<file path="src/rtl/wmm_pkg.sv">
// Shared types and constants for the window mean and maximum tracker.
// Depends on nothing; used by the serial divider and the top level.
package wmm_pkg;

   localparam int FieldBits = 16;
   localparam int FillBits  = 7;

   typedef logic [FieldBits-1:0] field_type;
   typedef logic [FillBits-1:0]  fill_type;

   localparam logic CmdPush  = 1'b0;
   localparam logic CmdClear = 1'b1;

   typedef struct packed {
      logic busy;
      logic done;
   } div_status_type;

endpackage

</file>
<file path="src/rtl/window_mean_max_tracker.sv">
// Sliding-window mean and maximum of two sample channels over the last WINDOW
// push requests. A push request updates the sums, then scans the ring memory
// read port for the maximum while the serial divider forms both averages in
// turn; a clear request empties the window and goes straight to the response.
// One request is worked at a time; the finished response waits in an output
// register while the next request is accepted. Depends on wmm_pkg, wmm_ring
// and wmm_div.
module window_mean_max_tracker #(
   parameter int WINDOW      = 100,
   parameter int SAMPLE_BITS = 16
) (
   input  logic               clock,
   input  logic               reset,
   input  logic               req_valid,
   output logic               req_stall,
   input  logic               req_cmd,
   input  wmm_pkg::field_type req_cpu_sample,
   input  wmm_pkg::field_type req_mem_sample,
   output logic               rsp_valid,
   input  logic               rsp_stall,
   output wmm_pkg::field_type rsp_cpu_average,
   output wmm_pkg::field_type rsp_cpu_peak,
   output wmm_pkg::field_type rsp_mem_average,
   output wmm_pkg::field_type rsp_mem_peak,
   output wmm_pkg::fill_type  rsp_fill_count
);
   import wmm_pkg::*;

   localparam int ADDR_W  = $clog2(WINDOW);
   localparam int CNT_W   = $clog2(WINDOW + 1);
   localparam int SUM_W   = SAMPLE_BITS + CNT_W;
   localparam int STATE_W = 3;

   localparam logic [STATE_W-1:0] ST_IDLE   = 3'd0;
   localparam logic [STATE_W-1:0] ST_UPDATE = 3'd1;
   localparam logic [STATE_W-1:0] ST_START  = 3'd2;
   localparam logic [STATE_W-1:0] ST_SCAN   = 3'd3;
   localparam logic [STATE_W-1:0] ST_DONE   = 3'd4;

   localparam logic [ADDR_W-1:0] LAST_SLOT = ADDR_W'(WINDOW - 1);
   localparam logic [CNT_W-1:0]  FULL_CNT  = CNT_W'(WINDOW);

   logic [STATE_W-1:0]     state_ff, state_in;
   logic [ADDR_W-1:0]      slot_ff, slot_in;
   logic [CNT_W-1:0]       held_ff, held_in;
   logic [SUM_W-1:0]       cpu_sum_ff, cpu_sum_in;
   logic [SUM_W-1:0]       mem_sum_ff, mem_sum_in;
   logic [SAMPLE_BITS-1:0] new_cpu_ff, new_cpu_in;
   logic [SAMPLE_BITS-1:0] new_mem_ff, new_mem_in;
   logic [CNT_W-1:0]       scan_ff, scan_in;
   logic                   pend_ff, pend_in;
   logic [SAMPLE_BITS-1:0] cpu_peak_ff, cpu_peak_in;
   logic [SAMPLE_BITS-1:0] mem_peak_ff, mem_peak_in;
   logic [SUM_W-1:0]       cpu_avg_ff, cpu_avg_in;
   logic [SUM_W-1:0]       mem_avg_ff, mem_avg_in;
   logic                   div_sel_ff, div_sel_in;
   logic                   avg_ok_ff, avg_ok_in;
   logic                   rsp_valid_ff, rsp_valid_in;
   field_type              rsp_cpu_avg_ff, rsp_cpu_avg_in;
   field_type              rsp_cpu_peak_ff, rsp_cpu_peak_in;
   field_type              rsp_mem_avg_ff, rsp_mem_avg_in;
   field_type              rsp_mem_peak_ff, rsp_mem_peak_in;
   fill_type               rsp_fill_ff, rsp_fill_in;

   logic                   accept;
   logic                   full;
   logic                   rsp_load;
   logic [ADDR_W-1:0]      rd_addr;
   logic [SAMPLE_BITS-1:0] rd_cpu;
   logic [SAMPLE_BITS-1:0] rd_mem;
   logic                   wr_en;
   logic                   div_start;
   logic [SUM_W-1:0]       div_dividend;
   logic [SUM_W-1:0]       div_quotient;
   div_status_type         div_status;

   logic [SAMPLE_BITS+FieldBits-1:0] cpu_in_wide;
   logic [SAMPLE_BITS+FieldBits-1:0] mem_in_wide;
   logic [SUM_W+FieldBits-1:0]       cpu_avg_wide;
   logic [SUM_W+FieldBits-1:0]       mem_avg_wide;
   logic [SAMPLE_BITS+FieldBits-1:0] cpu_peak_wide;
   logic [SAMPLE_BITS+FieldBits-1:0] mem_peak_wide;
   logic [CNT_W+FillBits-1:0]        held_wide;

   assign accept        = req_valid && !req_stall;
   assign req_stall     = state_ff != ST_IDLE;
   assign full          = held_ff == FULL_CNT;
   assign wr_en         = state_ff == ST_UPDATE;
   assign rd_addr       = (state_ff == ST_SCAN) ? scan_ff[ADDR_W-1:0] : slot_ff;
   assign div_dividend  = (state_ff == ST_START) ? cpu_sum_ff : mem_sum_ff;
   assign rsp_load      = (state_ff == ST_DONE) && (!rsp_valid_ff || !rsp_stall);

   assign cpu_in_wide   = {{SAMPLE_BITS{1'b0}}, req_cpu_sample};
   assign mem_in_wide   = {{SAMPLE_BITS{1'b0}}, req_mem_sample};
   assign cpu_avg_wide  = {{FieldBits{1'b0}}, cpu_avg_ff};
   assign mem_avg_wide  = {{FieldBits{1'b0}}, mem_avg_ff};
   assign cpu_peak_wide = {{FieldBits{1'b0}}, cpu_peak_ff};
   assign mem_peak_wide = {{FieldBits{1'b0}}, mem_peak_ff};
   assign held_wide     = {{FillBits{1'b0}}, held_ff};

   wmm_ring #(
      .WINDOW      (WINDOW),
      .SAMPLE_BITS (SAMPLE_BITS)
   ) u_ring (
      .clock   (clock),
      .wr_en   (wr_en),
      .wr_addr (slot_ff),
      .wr_cpu  (new_cpu_ff),
      .wr_mem  (new_mem_ff),
      .rd_addr (rd_addr),
      .rd_cpu  (rd_cpu),
      .rd_mem  (rd_mem)
   );

   wmm_div #(
      .NUM_BITS (SUM_W),
      .DEN_BITS (CNT_W)
   ) u_div (
      .clock    (clock),
      .reset    (reset),
      .start    (div_start),
      .dividend (div_dividend),
      .divisor  (held_ff),
      .quotient (div_quotient),
      .status   (div_status)
   );

   always_comb begin
      state_in        = state_ff;
      slot_in         = slot_ff;
      held_in         = held_ff;
      cpu_sum_in      = cpu_sum_ff;
      mem_sum_in      = mem_sum_ff;
      new_cpu_in      = new_cpu_ff;
      new_mem_in      = new_mem_ff;
      scan_in         = scan_ff;
      pend_in         = 1'b0;
      cpu_peak_in     = cpu_peak_ff;
      mem_peak_in     = mem_peak_ff;
      cpu_avg_in      = cpu_avg_ff;
      mem_avg_in      = mem_avg_ff;
      div_sel_in      = div_sel_ff;
      avg_ok_in       = avg_ok_ff;
      div_start       = 1'b0;
      rsp_valid_in    = rsp_valid_ff && rsp_stall;
      rsp_cpu_avg_in  = rsp_cpu_avg_ff;
      rsp_cpu_peak_in = rsp_cpu_peak_ff;
      rsp_mem_avg_in  = rsp_mem_avg_ff;
      rsp_mem_peak_in = rsp_mem_peak_ff;
      rsp_fill_in     = rsp_fill_ff;

      // The two averages are formed one after the other while the scan runs.
      if (div_status.done) begin
         if (!div_sel_ff) begin
            cpu_avg_in = div_quotient;
            div_sel_in = 1'b1;
            div_start  = 1'b1;
         end else begin
            mem_avg_in = div_quotient;
            avg_ok_in  = 1'b1;
         end
      end

      unique case (state_ff)
         ST_IDLE: begin
            if (accept) begin
               new_cpu_in = cpu_in_wide[SAMPLE_BITS-1:0];
               new_mem_in = mem_in_wide[SAMPLE_BITS-1:0];
               if (req_cmd == CmdClear) begin
                  slot_in    = '0;
                  held_in    = '0;
                  cpu_sum_in = '0;
                  mem_sum_in = '0;
                  state_in   = ST_DONE;
               end else begin
                  state_in = ST_UPDATE;
               end
            end
         end
         ST_UPDATE: begin
            if (full) begin
               cpu_sum_in = cpu_sum_ff - {{CNT_W{1'b0}}, rd_cpu}
                            + {{CNT_W{1'b0}}, new_cpu_ff};
               mem_sum_in = mem_sum_ff - {{CNT_W{1'b0}}, rd_mem}
                            + {{CNT_W{1'b0}}, new_mem_ff};
            end else begin
               cpu_sum_in = cpu_sum_ff + {{CNT_W{1'b0}}, new_cpu_ff};
               mem_sum_in = mem_sum_ff + {{CNT_W{1'b0}}, new_mem_ff};
               held_in    = held_ff + 1'b1;
            end
            slot_in  = (slot_ff == LAST_SLOT) ? '0 : slot_ff + 1'b1;
            state_in = ST_START;
         end
         ST_START: begin
            div_start   = 1'b1;
            div_sel_in  = 1'b0;
            avg_ok_in   = 1'b0;
            scan_in     = '0;
            cpu_peak_in = '0;
            mem_peak_in = '0;
            state_in    = ST_SCAN;
         end
         ST_SCAN: begin
            if (scan_ff != held_ff) begin
               scan_in = scan_ff + 1'b1;
               pend_in = 1'b1;
            end
            if (pend_ff) begin
               if (rd_cpu > cpu_peak_ff) begin
                  cpu_peak_in = rd_cpu;
               end
               if (rd_mem > mem_peak_ff) begin
                  mem_peak_in = rd_mem;
               end
            end
            if ((scan_ff == held_ff) && !pend_ff && avg_ok_ff) begin
               state_in = ST_DONE;
            end
         end
         ST_DONE: begin
            if (rsp_load) begin
               rsp_valid_in = 1'b1;
               rsp_fill_in  = held_wide[FillBits-1:0];
               if (held_ff == '0) begin
                  rsp_cpu_avg_in  = '0;
                  rsp_cpu_peak_in = '0;
                  rsp_mem_avg_in  = '0;
                  rsp_mem_peak_in = '0;
               end else begin
                  rsp_cpu_avg_in  = cpu_avg_wide[FieldBits-1:0];
                  rsp_cpu_peak_in = cpu_peak_wide[FieldBits-1:0];
                  rsp_mem_avg_in  = mem_avg_wide[FieldBits-1:0];
                  rsp_mem_peak_in = mem_peak_wide[FieldBits-1:0];
               end
               state_in = ST_IDLE;
            end
         end
         default: begin
            state_in = ST_IDLE;
         end
      endcase
   end

   always_ff @(posedge clock) begin
      if (reset) begin
         state_ff     <= ST_IDLE;
         slot_ff      <= '0;
         held_ff      <= '0;
         cpu_sum_ff   <= '0;
         mem_sum_ff   <= '0;
         scan_ff      <= '0;
         pend_ff      <= 1'b0;
         div_sel_ff   <= 1'b0;
         avg_ok_ff    <= 1'b0;
         rsp_valid_ff <= 1'b0;
      end else begin
         state_ff     <= state_in;
         slot_ff      <= slot_in;
         held_ff      <= held_in;
         cpu_sum_ff   <= cpu_sum_in;
         mem_sum_ff   <= mem_sum_in;
         scan_ff      <= scan_in;
         pend_ff      <= pend_in;
         div_sel_ff   <= div_sel_in;
         avg_ok_ff    <= avg_ok_in;
         rsp_valid_ff <= rsp_valid_in;
      end
   end

   always_ff @(posedge clock) begin
      new_cpu_ff      <= new_cpu_in;
      new_mem_ff      <= new_mem_in;
      cpu_peak_ff     <= cpu_peak_in;
      mem_peak_ff     <= mem_peak_in;
      cpu_avg_ff      <= cpu_avg_in;
      mem_avg_ff      <= mem_avg_in;
      rsp_cpu_avg_ff  <= rsp_cpu_avg_in;
      rsp_cpu_peak_ff <= rsp_cpu_peak_in;
      rsp_mem_avg_ff  <= rsp_mem_avg_in;
      rsp_mem_peak_ff <= rsp_mem_peak_in;
      rsp_fill_ff     <= rsp_fill_in;
   end

   assign rsp_valid       = rsp_valid_ff;
   assign rsp_cpu_average = rsp_cpu_avg_ff;
   assign rsp_cpu_peak    = rsp_cpu_peak_ff;
   assign rsp_mem_average = rsp_mem_avg_ff;
   assign rsp_mem_peak    = rsp_mem_peak_ff;
   assign rsp_fill_count  = rsp_fill_ff;

   a_held_bound: assert property (@(posedge clock) disable iff (reset)
      held_ff <= FULL_CNT)
      else $error("Held count exceeds the window size.");

   a_div_idle: assert property (@(posedge clock) disable iff (reset)
      div_start |-> !div_status.busy)
      else $error("Divider started while still busy.");

   a_clear_empties: assert property (@(posedge clock) disable iff (reset)
      (accept && (req_cmd == CmdClear)) |=> (held_ff == '0) && (slot_ff == '0))
      else $error("Clear request did not empty the window.");

   a_rsp_from_done: assert property (@(posedge clock) disable iff (reset)
      $rose(rsp_valid_ff) |-> ($past(state_ff) == ST_DONE))
      else $error("Response raised outside the done state.");

   a_avg_ready: assert property (@(posedge clock) disable iff (reset)
      ((state_ff == ST_DONE) && (held_ff != '0)) |-> avg_ok_ff)
      else $error("Response reached before both averages were ready.");

endmodule

</file>
<file path="src/rtl/wmm_ring.sv">
// Sample ring storage for both channels: one write port and one registered
// read port, shared address for the two channels. No package dependency.
module wmm_ring #(
   parameter int WINDOW      = 100,
   parameter int SAMPLE_BITS = 16
) (
   input  logic                       clock,
   input  logic                       wr_en,
   input  logic [$clog2(WINDOW)-1:0]  wr_addr,
   input  logic [SAMPLE_BITS-1:0]     wr_cpu,
   input  logic [SAMPLE_BITS-1:0]     wr_mem,
   input  logic [$clog2(WINDOW)-1:0]  rd_addr,
   output logic [SAMPLE_BITS-1:0]     rd_cpu,
   output logic [SAMPLE_BITS-1:0]     rd_mem
);

   logic [SAMPLE_BITS-1:0] cpu_ram [WINDOW];
   logic [SAMPLE_BITS-1:0] mem_ram [WINDOW];
   logic [SAMPLE_BITS-1:0] rd_cpu_ff;
   logic [SAMPLE_BITS-1:0] rd_mem_ff;

   always_ff @(posedge clock) begin
      if (wr_en) begin
         cpu_ram[wr_addr] <= wr_cpu;
         mem_ram[wr_addr] <= wr_mem;
      end
      rd_cpu_ff <= cpu_ram[rd_addr];
      rd_mem_ff <= mem_ram[rd_addr];
   end

   assign rd_cpu = rd_cpu_ff;
   assign rd_mem = rd_mem_ff;

endmodule

</file>
<file path="src/rtl/wmm_div.sv">
// Restoring serial divider, one quotient bit per cycle.
// Depends on wmm_pkg for the status struct.
module wmm_div #(
   parameter int NUM_BITS = 23,
   parameter int DEN_BITS = 7
) (
   input  logic                   clock,
   input  logic                   reset,
   input  logic                   start,
   input  logic [NUM_BITS-1:0]    dividend,
   input  logic [DEN_BITS-1:0]    divisor,
   output logic [NUM_BITS-1:0]    quotient,
   output wmm_pkg::div_status_type status
);
   import wmm_pkg::*;

   localparam int STEP_W = $clog2(NUM_BITS + 1);

   logic [NUM_BITS-1:0] quo_ff, quo_in;
   logic [DEN_BITS-1:0] rem_ff, rem_in;
   logic [DEN_BITS-1:0] den_ff, den_in;
   logic [STEP_W-1:0]   step_ff, step_in;
   logic                busy_ff, busy_in;
   logic                done_ff, done_in;
   logic [DEN_BITS:0]   trial;
   logic [DEN_BITS:0]   diff;
   logic                fits;

   always_comb begin
      trial   = {rem_ff, quo_ff[NUM_BITS-1]};
      diff    = trial - {1'b0, den_ff};
      fits    = trial >= {1'b0, den_ff};
      quo_in  = quo_ff;
      rem_in  = rem_ff;
      den_in  = den_ff;
      step_in = step_ff;
      busy_in = busy_ff;
      done_in = 1'b0;
      if (start) begin
         quo_in  = dividend;
         rem_in  = '0;
         den_in  = divisor;
         step_in = STEP_W'(NUM_BITS);
         busy_in = 1'b1;
      end else if (busy_ff) begin
         rem_in  = fits ? diff[DEN_BITS-1:0] : trial[DEN_BITS-1:0];
         quo_in  = {quo_ff[NUM_BITS-2:0], fits};
         step_in = step_ff - 1'b1;
         if (step_ff == STEP_W'(1)) begin
            busy_in = 1'b0;
            done_in = 1'b1;
         end
      end
   end

   always_ff @(posedge clock) begin
      if (reset) begin
         busy_ff <= 1'b0;
         done_ff <= 1'b0;
      end else begin
         busy_ff <= busy_in;
         done_ff <= done_in;
      end
   end

   always_ff @(posedge clock) begin
      quo_ff  <= quo_in;
      rem_ff  <= rem_in;
      den_ff  <= den_in;
      step_ff <= step_in;
   end

   assign quotient    = quo_ff;
   assign status.busy = busy_ff;
   assign status.done = done_ff;

endmodule
</file>
<file path="config.mk">
export PLATFORM = sky130hd
export DESIGN_NAME = window_mean_max_tracker
export DESIGN_NICKNAME = d
export VERILOG_FILES = /design/src/rtl/wmm_pkg.sv /design/src/rtl/window_mean_max_tracker.sv /design/src/rtl/wmm_ring.sv /design/src/rtl/wmm_div.sv
export SDC_FILE = /design/constraint.sdc
export NUM_CORES = 2
export LEC_CHECK = 0
export BUFFER_PORTS_ARGS = -buffer_cell sky130_fd_sc_hd__buf_2
export CAP_MARGIN = 15
export CORE_UTILIZATION = 35
export CTS_CLUSTER_DIAMETER = 80
export CTS_CLUSTER_SIZE = 14
export DETAILED_ROUTE_END_ITERATION = 7
export PLACE_DENSITY = 0.53
export SYNTH_ARGS = -nofsm -noshare
export SYNTH_HDL_FRONTEND = slang
export SYNTH_SLANG_ARGS = --single-unit
export TNS_END_PERCENT = 5
</file>
<file path="constraint.sdc">
create_clock -name clock -period 14.2 [get_ports clock]
set_input_delay 0.71 -clock clock [delete_from_list [all_inputs] [get_ports clock]]
set_output_delay 0.71 -clock clock [all_outputs]
set_load 0.005 [all_outputs]
</file>
==> flow_metrics.tcl <==
set metrics [dict create \
    synth_area_leader_cell "edfxtp_1" \
    clock_skew_ps 57.6 \
    dp_hpwl_um 262000 \
    wl_per_cell_um 32.6 \
    drc 0 \
    ys_types 80 \
    cts_resized 0 \
    syn_area_um2 140000 \
    criticalPathCategory "reg2reg" \
    ys_top_cells_by_count "3397 x edfxtp_1, 947 x nand2_1, 752 x mux4_2, 367 x nand3_1, 262 x nor2_1" \
    power_mw 22.0 \
    routed_wl_um 439000 \
    worstSkewPairLatency_ps 960 \
    tritoncts "done" \
    synth-main-ff-cell "edfxtp_1" \
    die_w_um 636 \
    vias_per_cell 5.66 \
    reg2regPathDepth 10 \
    firstDrtPassIters 6 \
    synth.net_count 7944 \
    max_stage_delay_ps 830 \
    max_slew_margin 0.115 \
    post-route-period-util 0.434 \
    synth_most_common_cell "edfxtp_1" \
    critPathMostFrequentCell "buf_12" \
    clock-sinks 3517 \
    grt_pass1_wl_um 608000 \
    r2r_slack_ps 8040 \
    cp.arrival_ps 7010 \
    drtIter0Drc 10253 \
    stdcell_count 13480 \
    setup_violations 0 \
    synth.area.top_cells "edfxtp_1 73%, mux4_2 12%, nand2_1 2.5%" \
    min_path_cells 1 \
    h-tree-depth 5 \
    grt_remaining_overflow 0 \
    start_util 0.352 \
    worst_setup_path_start_kind "flip-flop" \
    grt_max_degree 113 \
    path_max_fanout 112 \
    grt_usage 0.213 \
    dpl_cell_area_um2 149000 \
    antenna_found_initial 42 \
    die-height_um 636 \
    synth_warnings 0 \
    synth_top_area_frac 0.726 \
    powerDensity_nw_per_um2 139 \
    post-route-min-period_ps 6160 \
    grt_pass1_vias 75905 \
    clock.fmax_ghz 0.162 \
    wl_met3_um 40400 \
    hold_class "in2reg" \
    drv_cap 0 \
    synth_edf_count 3397 \
    finalSetupTns_ps 0 \
    cts_buffers 299 \
    cts_root_buffer "clkbuf_16" \
    worst_slew_pin_slew_ps 1320 \
    slew_violations 0 \
    die-area_um2 404000 \
    path_cells "nand3b_4 > mux2_8 > buf_12 > buf_12 > buf_4 > mux4_2 > nand2_1 > nand3_1 > nand4_1 > nor3_1" \
    syn_to_final_growth_pct 12.3 \
    rsz0062_at_grt "false" \
    synthArstFlopShare 0 \
    final_area_um2 158000 \
    syn_inst 7739 \
    numPortBuffers 109 \
    ys_seq_area_frac 0.743 \
    postCtsSetupBuffers 0 \
    dpl.cell_count 13009 \
    wl_met1_um 184000 \
    end_kind "flip-flop" \
    fp-row-count 232 \
    highest_layer "met5" \
    nets 8281 \
    core-area_um2 399000 \
    syn_avg_cell_area_um2 18.2 \
    wl_met2_um 200000 \
    ios 110 \
    status "completed" \
    hold_viol_final 0 \
    slowest_stage "mux2_8" \
    route.antenna.remaining_nets 0 \
    num_vias 76240 \
    power.static_leakage_nw 50.3 \
    drive_above_1_share 0.201 \
    clockBufferDepth 4 \
    ir_worst_vdd_mv 0.0882 \
    required_ps 15050 \
    cts.clk_slew.worst_paths_ps 70 \
    routabilityCongestion 0.883 \
    ys_ff_latch 3517 \
]
## routing by layer
| layer | GRT usage | up-vias |
|---|---|---|
| li1 | - | 31163 |
| met1 | 0.305 | 41051 |
| met2 | 0.333 | 3503 |
| met3 | 0.0378 | 513 |
| met4 | 0.0641 | 10 |
| met5 | 0 | - |
## report_power, final
group / leakage [nW] / switching [mW] / internal (mW)
Combinational: 14.6 / 1.53 / 0.933
Sequential: 31.6 / 0.161 / 11.7
Clock: 4.11 / 3.75 / 3.96
Total: 50.3 / 5.44 / 16.5
## path summary, 6_finish.rpt
| kind | from | to |
|---|---|---|
| setup / recovery | state_ff[0] | u_ring.rd_mem[8] |
| hold / removal | req_mem_sample[0] | new_mem_ff[0] |
| setup reg to reg | state_ff[0] | u_ring.rd_mem[8] |
| hold reg to reg | avg_ok_ff | avg_ok_ff |
## cells in the final DEF (no fill, tap or decap), types with 14 or more instances in the layout
cell	instances
a31oi_1	46
o221ai_1	23
nor2b_1	23
nor2_4	101
a21oi_1	210
nand2_1	938
and3_1	40
buf_12	18
nand4_1	73
mux2i_1	57
a22oi_1	15
fa_1	35
nor3_1	57
buf_2	109
nand3_1	363
a21o_1	40
ha_1	133
and2_1	73
o21ai_0	117
inv_1	213
dfxtp_1	120
a211oi_1	16
o21a_1	24
nand2b_1	23
dlygate4sd3_1	30
or3_1	14
a311oi_1	35
clkbuf_16	305
mux4_2	752
xor2_1	37
nor2_1	154
edfxtp_1	3397
clkbuf_1	88
buf_4	263
xnor2_1	45
## timing repair
action | 4_1_cts | 5_1_grt
endpoints found under the hold margin | 30 | 0
hold buffers | 30 | 0
endpoints found under the setup margin | 0 | 0
## final cells by class
cell class,instances,area [µm²]
multi-input cells,3621,34200
diodes,4,10.0
clock inverters,41,503
inverters,213,800
fillers,36065,242000
flip-flops and latches,3517,104000
well taps,5265,6590
repair buffers,424,3230
clock buffers,395,7980
## cells by family after synthesis
family,Yosys count,synth area share
compound gates,628,0.0284
xor+xnor,82,0.00511
simple gates,1923,0.0607
flops,3517,0.743
fa+ha+maj,168,0.0168
buf+inv,601,0.0201
mux,820,0.126
## sequential cells by signal, indices dropped and copies added (netlist names), 5 cells and up
name             cells
u_ring.cpu_ram    1600
u_ring.mem_ram    1600
cpu_sum_ff          23
mem_sum_ff          23
u_div.quotient      23
cpu_avg_ff          16
cpu_peak_ff         16
mem_avg_ff          16
mem_peak_ff         16
new_cpu_ff          16
new_mem_ff          16
rsp_cpu_average     16
rsp_cpu_peak        16
rsp_mem_average     16
rsp_mem_peak        16
u_ring.rd_cpu       16
u_ring.rd_mem       16
held_ff              7
rsp_fill_count       7
scan_ff              7
slot_ff              7
u_div.den_ff         7
u_div.rem_ff         7
u_div.step_ff        5
## per-stage QoR
step | hold WS, ps | setup WS [ps] | utilization
2_1_floorplan | 424 | 9440 | -
3_3_place_gp | 450 | 8030 | 0.373
3_5_place_dp | 449 | 8120 | 0.373
4_1_cts | 18.6 | 8050 | 0.395
5_1_grt | 48.6 | 7760 | 0.395
6_report | 88.1 | 8040 | 0.395
## worst max-delay path, delay by kind of cell (launching register included)
kind                   cells  cell delay (ps)
buffers and inverters      3             1960
DFF                        1              610
and+or+nand+nor            5             2020
muxes                      2             1160
Power figures use the tool's default switching activity.
